### src/rtl/vertex_transform_perspective_divide_assert.svh
// Assertion macros shared by the vertex transform RTL.
`ifndef VERTEX_TRANSFORM_PERSPECTIVE_DIVIDE_ASSERT_SVH
`define VERTEX_TRANSFORM_PERSPECTIVE_DIVIDE_ASSERT_SVH

// Implication checked on every rising clock edge outside reset.
`define VTPD_ASSERT_IMP(lbl, clk, rstn, ante, cons) \
  lbl: assert property (@(posedge clk) disable iff (!rstn) (ante) |-> (cons)) \
    else $error("assertion failed");

// Next-cycle implication checked outside reset.
`define VTPD_ASSERT_NEXT(lbl, clk, rstn, ante, cons) \
  lbl: assert property (@(posedge clk) disable iff (!rstn) (ante) |=> (cons)) \
    else $error("assertion failed");

`endif

### src/rtl/vtpd_pkg.sv
// Package with shared constants and types of the vertex transform.
`default_nettype none
package vtpd_pkg;
  // Fixed-point format: saturation width of the quotients and fraction bits.
  localparam int unsigned COORD_WIDTH = 32;
  localparam int unsigned FRAC_BITS = 16;
  // Column sums stay below 2**48 in magnitude, so 50 signed bits hold them.
  localparam int unsigned SumW = 50;
  localparam int unsigned MagW = 49;
  localparam int unsigned QuoW = COORD_WIDTH;
  localparam logic ActLoad = 1'b0;
  localparam logic ActXform = 1'b1;

  // Division state of one point that travels together down the divider chain.
  // The quo field starts with the low dividend bits and fills with quotient bits.
  typedef struct packed {
    logic                 wz;
    logic [2:0]           neg;
    logic [2:0]           sat;
    logic [2:0][MagW-1:0] rem;
    logic [2:0][QuoW-1:0] quo;
    logic [MagW-1:0]      den;
  } div_word_t;
endpackage
`default_nettype wire

### src/rtl/vtpd_div_cell.sv
// One restoring-division cell: produces one quotient bit for three lanes.
`default_nettype none
module vtpd_div_cell (
  input  wire logic                clk_i,
  input  wire logic                rst_ni,
  input  wire logic                en_i,
  input  wire logic                vld_i,
  input  wire vtpd_pkg::div_word_t word_i,
  output logic                     vld_o,
  output vtpd_pkg::div_word_t      word_o
);
  import vtpd_pkg::*;
  div_word_t word_d, word_q;
  logic vld_q;
  logic [MagW:0] shl [3];
  logic [MagW+1:0] trial [3];

  // Bring in the next dividend bit and subtract the divisor when it fits.
  always_comb begin
    word_d = word_i;
    for (int l = 0; l < 3; l++) begin
      shl[l] = {word_i.rem[l], word_i.quo[l][QuoW-1]};
      trial[l] = {1'b0, shl[l]} - {2'b00, word_i.den};
      word_d.rem[l] = trial[l][MagW+1] ? shl[l][MagW-1:0] : trial[l][MagW-1:0];
      word_d.quo[l] = {word_i.quo[l][QuoW-2:0], ~trial[l][MagW+1]};
    end
  end

  always_ff @(posedge clk_i or negedge rst_ni) begin
    if (!rst_ni) begin
      vld_q <= 1'b0;
    end else if (en_i) begin
      vld_q <= vld_i;
    end
  end
  always_ff @(posedge clk_i) begin
    if (en_i) begin
      word_q <= word_d;
    end
  end
  assign vld_o = vld_q;
  assign word_o = word_q;
endmodule
`default_nettype wire

### config.mk
export PLATFORM = sky130hd
export DESIGN_NAME = vtpd_div_cell
export DESIGN_NICKNAME = d
export VERILOG_FILES = /design/src/rtl/vertex_transform_perspective_divide_assert.svh /design/src/rtl/vtpd_pkg.sv /design/src/rtl/vtpd_div_cell.sv
export SDC_FILE = /design/constraint.sdc
export NUM_CORES = 1
export LEC_CHECK = 0
export BUFFER_PORTS_ARGS = -buffer_cell sky130_fd_sc_hd__buf_4
export CORE_AREA = 4 4 230 232
export DETAILED_ROUTE_END_ITERATION = 10
export DIE_AREA = 0 0 234 236
export PLACE_DENSITY_LB_ADDON = 0.12
export SLEW_MARGIN = 30
export SYNTH_ARGS = -nofsm -noshare
export SYNTH_HDL_FRONTEND = slang
export SYNTH_SLANG_ARGS = --single-unit
export TNS_END_PERCENT = 100
### constraint.sdc
create_clock -name clk_i -period 1.7 [get_ports clk_i]
set_input_delay 0.17 -clock clk_i [delete_from_list [all_inputs] [get_ports clk_i]]
set_output_delay 0.17 -clock clk_i [all_outputs]
set_load 0.03 [all_outputs]
Yosys cells after proc, flatten, opt, wreduce, memory -nomap -nowiden:

Index checks and enable logic that the tools add are counted.

* add/subtract/negate cells: 3
* multiply operators: 0
* divide/modulo/power cells: 0
* magnitude comparators: 0
* equal/unequal tests: 0
* shift-type cells: 0
* muxes and demuxes: 3
* bitwise operators: 3
* reduce and logical (&&, ||, !) cells: 0

Operators by type and width (count)
* $sub A50 B49 Y51: 3
* $mux W49: 3
* $not A1 Y1: 3

* bits in registers: 300
* bits in latches: 0
* RAM bits: 0
* memory bits (read-only): 0
* input port bits: 303
* output and inout bits: 300
* logic and storage cells: 20
* memories kept: 0

Depth between registers and ports, before layout:

* depth in word-level cells: 2
* mapped depth: 17
* mapped depth without buffers: 14

Worst setup path after synthesis:

No wires, ideal clock.

* path type: input -> register
* start point: input port word_i[144] in the netlist's numbering
* end point: register word_q (netlist bit word_o[244]), data pin
* setup time: 0.262 ns
* arrival time: 3.298 ns
* data required time: 1.438 ns
* path slack: -1.860 ns
* stages: 14
* path buffers: 1
* cells stage by stage: inv_1 -> ha_1 -> inv_1 -> fa_1 -> a21o_1 -> a311o_1 -> a21oi_2 -> o211ai_2 -> a311oi_1 -> o21ai_1 -> a221o_1 -> a2111oi_4 -> buf_6 -> mux2_1

RTL lines
* from (decl): line vtpd_div_cell.sv:8 `input wire vtpd_pkg::div_word_t word_i,`
* to (signal assigned): line vtpd_div_cell.sv:38 `word_q <= word_d;`
* to (decl): line vtpd_div_cell.sv:13 `div_word_t word_d, word_q;`

==> run_results.csv <==
group,metric,value,unit
outcome,status,"complete, but fails checks",
outcome,violations,"setup timing",
min_path,hold_depth,4,
global_routing,first_global_vias,20690,
timing,skew,0,ns
yosys,yosysWarnings,0,
detailed_routing,dr.first_iter.drc_count,1367,
yosys,synth_fp_nets,2266,
yosys,ys_seq_area_share,48.25,%
yosys,synth-seq-cells,300,
min_path,hp-class,"in2reg",
worst_setup_path,cp_num_buf_inv,5,
detailed_routing,drc_errors,0,
min_path,hp-start,"word_i[240]",
detailed_routing,routed_via_density,5.080,
worst_setup_path,path_max_fanout,7,
timing,worstMarginPinSlew,0.7846,ns
worst_setup_path,cpMaxStageDelayCell,"a221o_1",
worst_setup_path,crit_chain,"buf_12, inv_12, ha_4, inv_2, fa_2, a21o_1, a311o_1, a21oi_4, o211ai_4, a311oi_2, o21ai_2, a221o_1, a2111oi_4, buf_6, buf_12, mux2_4",
worst_setup_path,end_kind,"flip-flop",
global_routing,grt-ovfl-total,0,
job,max_cap_violations,0,
worst_setup_path,reg2reg_from,"vld_o",
yosys,synth_top_area_cell,"edfxtp_1",
layout,utilization,69.06,%
worst_setup_path,cp-start-kind,"input port",
yosys,synthMostInstantiatedCell,"edfxtp_1",
global_routing,antenna_found_initial,14,
yosys,async_flop_share,0.3333,%
detailed_routing,vias,20570,
yosys,synth_area_per_cell,10.29,sq um
clocking,root_buffer,"clkbuf_16",
clocking,cts_num_sinks,300,
placement,gp_congestion,0.9038,
detailed_routing,drt-pass1-iter-count,6,
clocking,cts_max_path_buffers,3,
layout,nNetsFinal,3783,
timing,setup_slack,-1.605,ns
min_path,whs_endpoint,"word_o[241]",
worst_setup_path,r2r_end,"vld_o",
floorplan,initial_core_util,36.60,%
detailed_routing,ant_nets,0,
worst_setup_path,rrSetupSlack,0.94,ns
pwr,leakagePower,15.93,nW
floorplan,rows,83,
yosys,synth_area,18660,sq um
floorplan,ios,603,
yosys,synthFlopType,"edfxtp_1",
layout,multiInputGateArea,10370,sq um
timing,finalMaxSlewViolations,0,
placement,place_ws,-2.459,ns
worst_setup_path,arrival,3.60,ns
pwr,ir_worst_vdd,587.8,uV
clocking,cts_made_buffers,38,
yosys,yosysTopAreaCellShare,48.12,%
global_routing,grt_pass1_wl,123000,microns
worst_setup_path,path_class,"in2reg",
clocking,htreeDepth,2,
clocking,clk_pin_slew,0.06,ns
yosys,synthTopCellsByCount,"edfxtp_1, nand2_1, o21ai_0",
timing,rsz0062_at_grt,"true",
worst_setup_path,rr_worst_depth,1,
global_routing,grtUsageTotal,29.17,%
placement,post-dp-hpwl,62060,microns
detailed_routing,wl_per_cell,21.17,microns
yosys,synth_enable_flop_cells,299,
detailed_routing,drt-total-wl,85740,microns
timing,fin_crit_sh,194.4,%
layout,area_growth,88.70,%
timing,timing.fmax,0.3026,GHz
pwr,pwr_density_cell,865.4,nW/um^2
yosys,synthCells,1813,
layout,regArea,9004,sq um
placement,numPortBuffers,602,
yosys,synth_area_leaders,"edfxtp_1, ha_1, o21ai_0",
timing,hold_viol,0,
worst_setup_path,crit_family,"compound AO/OA/AOI/OAI gates",
floorplan,coreArea,50990,sq um
layout,n_fill_cell,3884,
global_routing,grt_max_degree,63,
layout,drive_gt1_share,47.79,%
timing,relSlewSlack,46.34,%
worst_setup_path,max_stage_delay,0.38,ns
yosys,synth_cell_types,68,
worst_setup_path,cpMostUsedCell,"buf_12",
floorplan,dieWidth,234,microns
clocking,cts_tree,"yes",
floorplan,die_y,236,microns
timing,period_minus_slack,3.305,ns
worst_setup_path,worstPathRequired,1.99,ns
floorplan,dieArea,55220,sq um
timing,setup_viol,150,
clocking,insertion_delay,0.56,ns
==> repair_timing <==
item | in CTS | in global routing
hold buffers | 293 | 0
cloned | 20 | 4
pin swaps | 123 | 68
setup buffers | 41 | 23
endpoints found under the hold margin | 312 | 0
setup endpoints to repair | 150 | 150
resized for setup | 385 | 139
==> cell type report <==
cell class	instances	share of cell area (%)
tap	680	2.416
inverter	88	1.066
clock buffer	42	2.832
clock inverter	24	0.8848
sequential	300	25.57
multi-input combinational	1351	29.46
timing repair buffer	1551	37.68
antenna	14	0.09949
==> power breakdown <==
group	leakage [nW]	internal [W]	switching (W)	total, W
Sequential	2.93	0.00928	0.000349	0.00963
Clock	0.635	0.00518	0.00341	0.00860
Combinational	12.4	0.00581	0.00643	0.0122
==> tightest hold or removal path, delay by kind of cell <==
kind	cells	cell delay [ns]
simple gates	1	0.04
compound gates	1	0.04
buf+inv	2	0.19
==> per-layer routing <==
metal	vias up	wire length, microns	global-route usage, %
li1	9837	-	-
met3	161	5735	5.725
met4	4	3684	13.13
met1	9846	33830	35.13
met2	724	42470	50.24
met5	-	21	0
==> worst max-delay path by stage <==
stage | start | slack [ns] | depth (start not counted) | to
after floorplan | word_i[1] | -1.72 | 12 | word_o[244]
after global placement | word_i[144] | -2.35 | 16 | word_o[261]
after detailed placement | word_i[144] | -2.46 | 16 | word_o[259]
after CTS | word_i[144] | -1.53 | 16 | word_o[244]
after global routing | word_i[144] | -1.70 | 16 | word_o[244]
final | word_i[144] | -1.61 | 16 | word_o[244]
==> kinds of logic (layout without fill, tap and decap cells) <==
logic type,count (synthesis),after routing,share of synthesized area [%]
AOI/OAI and AO/OA,601,601,19.97
adders and majority gates,150,150,10.18
other,0,14,0
xor gates and xnor gates,129,129,6.055
buffers and inverters,162,1705,3.426
DFF,300,300,48.25
and+or+nand+nor,455,455,11.16
muxes,16,16,0.9588
==> through the flow <==
step	instances	total power, W	hold WS [ns]	setup TNS (ns)	area [sq um]
after floorplan	1813	0.01473	-0.1256	-199.80	18830
after global placement	3611	0.01966	-0.05293	-310.70	28450
after detailed placement	3611	0.01975	-0.05079	-317.63	28450
after CTS	4028	0.03021	0.0006274	-188.79	34710
after global routing	4047	0.03172	0.02011	-203.54	35210
final	4050	0.03047	0.01682	-189.28	35210
==> state kept, by name, indices dropped and copies added (netlist names) <==
name	flops
word_o	299
vld_o	1
==> cell usage in the layout, fill, tap and decap left out, types with 16 or more instances in the layout <==
cell type / instances
a21o_1: 78
a21oi_1: 131
a31oi_1: 20
and3_1: 16
buf_12: 29
buf_4: 1170
buf_6: 25
buf_8: 19
clkbuf_16: 43
dlygate4sd3_1: 293
edfxtp_1: 299
ha_1: 130
ha_4: 16
inv_1: 71
nand2_1: 173
nand2_2: 40
nand2b_1: 22
nand3_1: 27
nand4_1: 27
nor2_1: 68
nor3_1: 18
o21ai_0: 79
o21ai_1: 26
o21ai_2: 102
xnor2_1: 71
xor2_1: 56
Power figures use the tool's default switching activity.
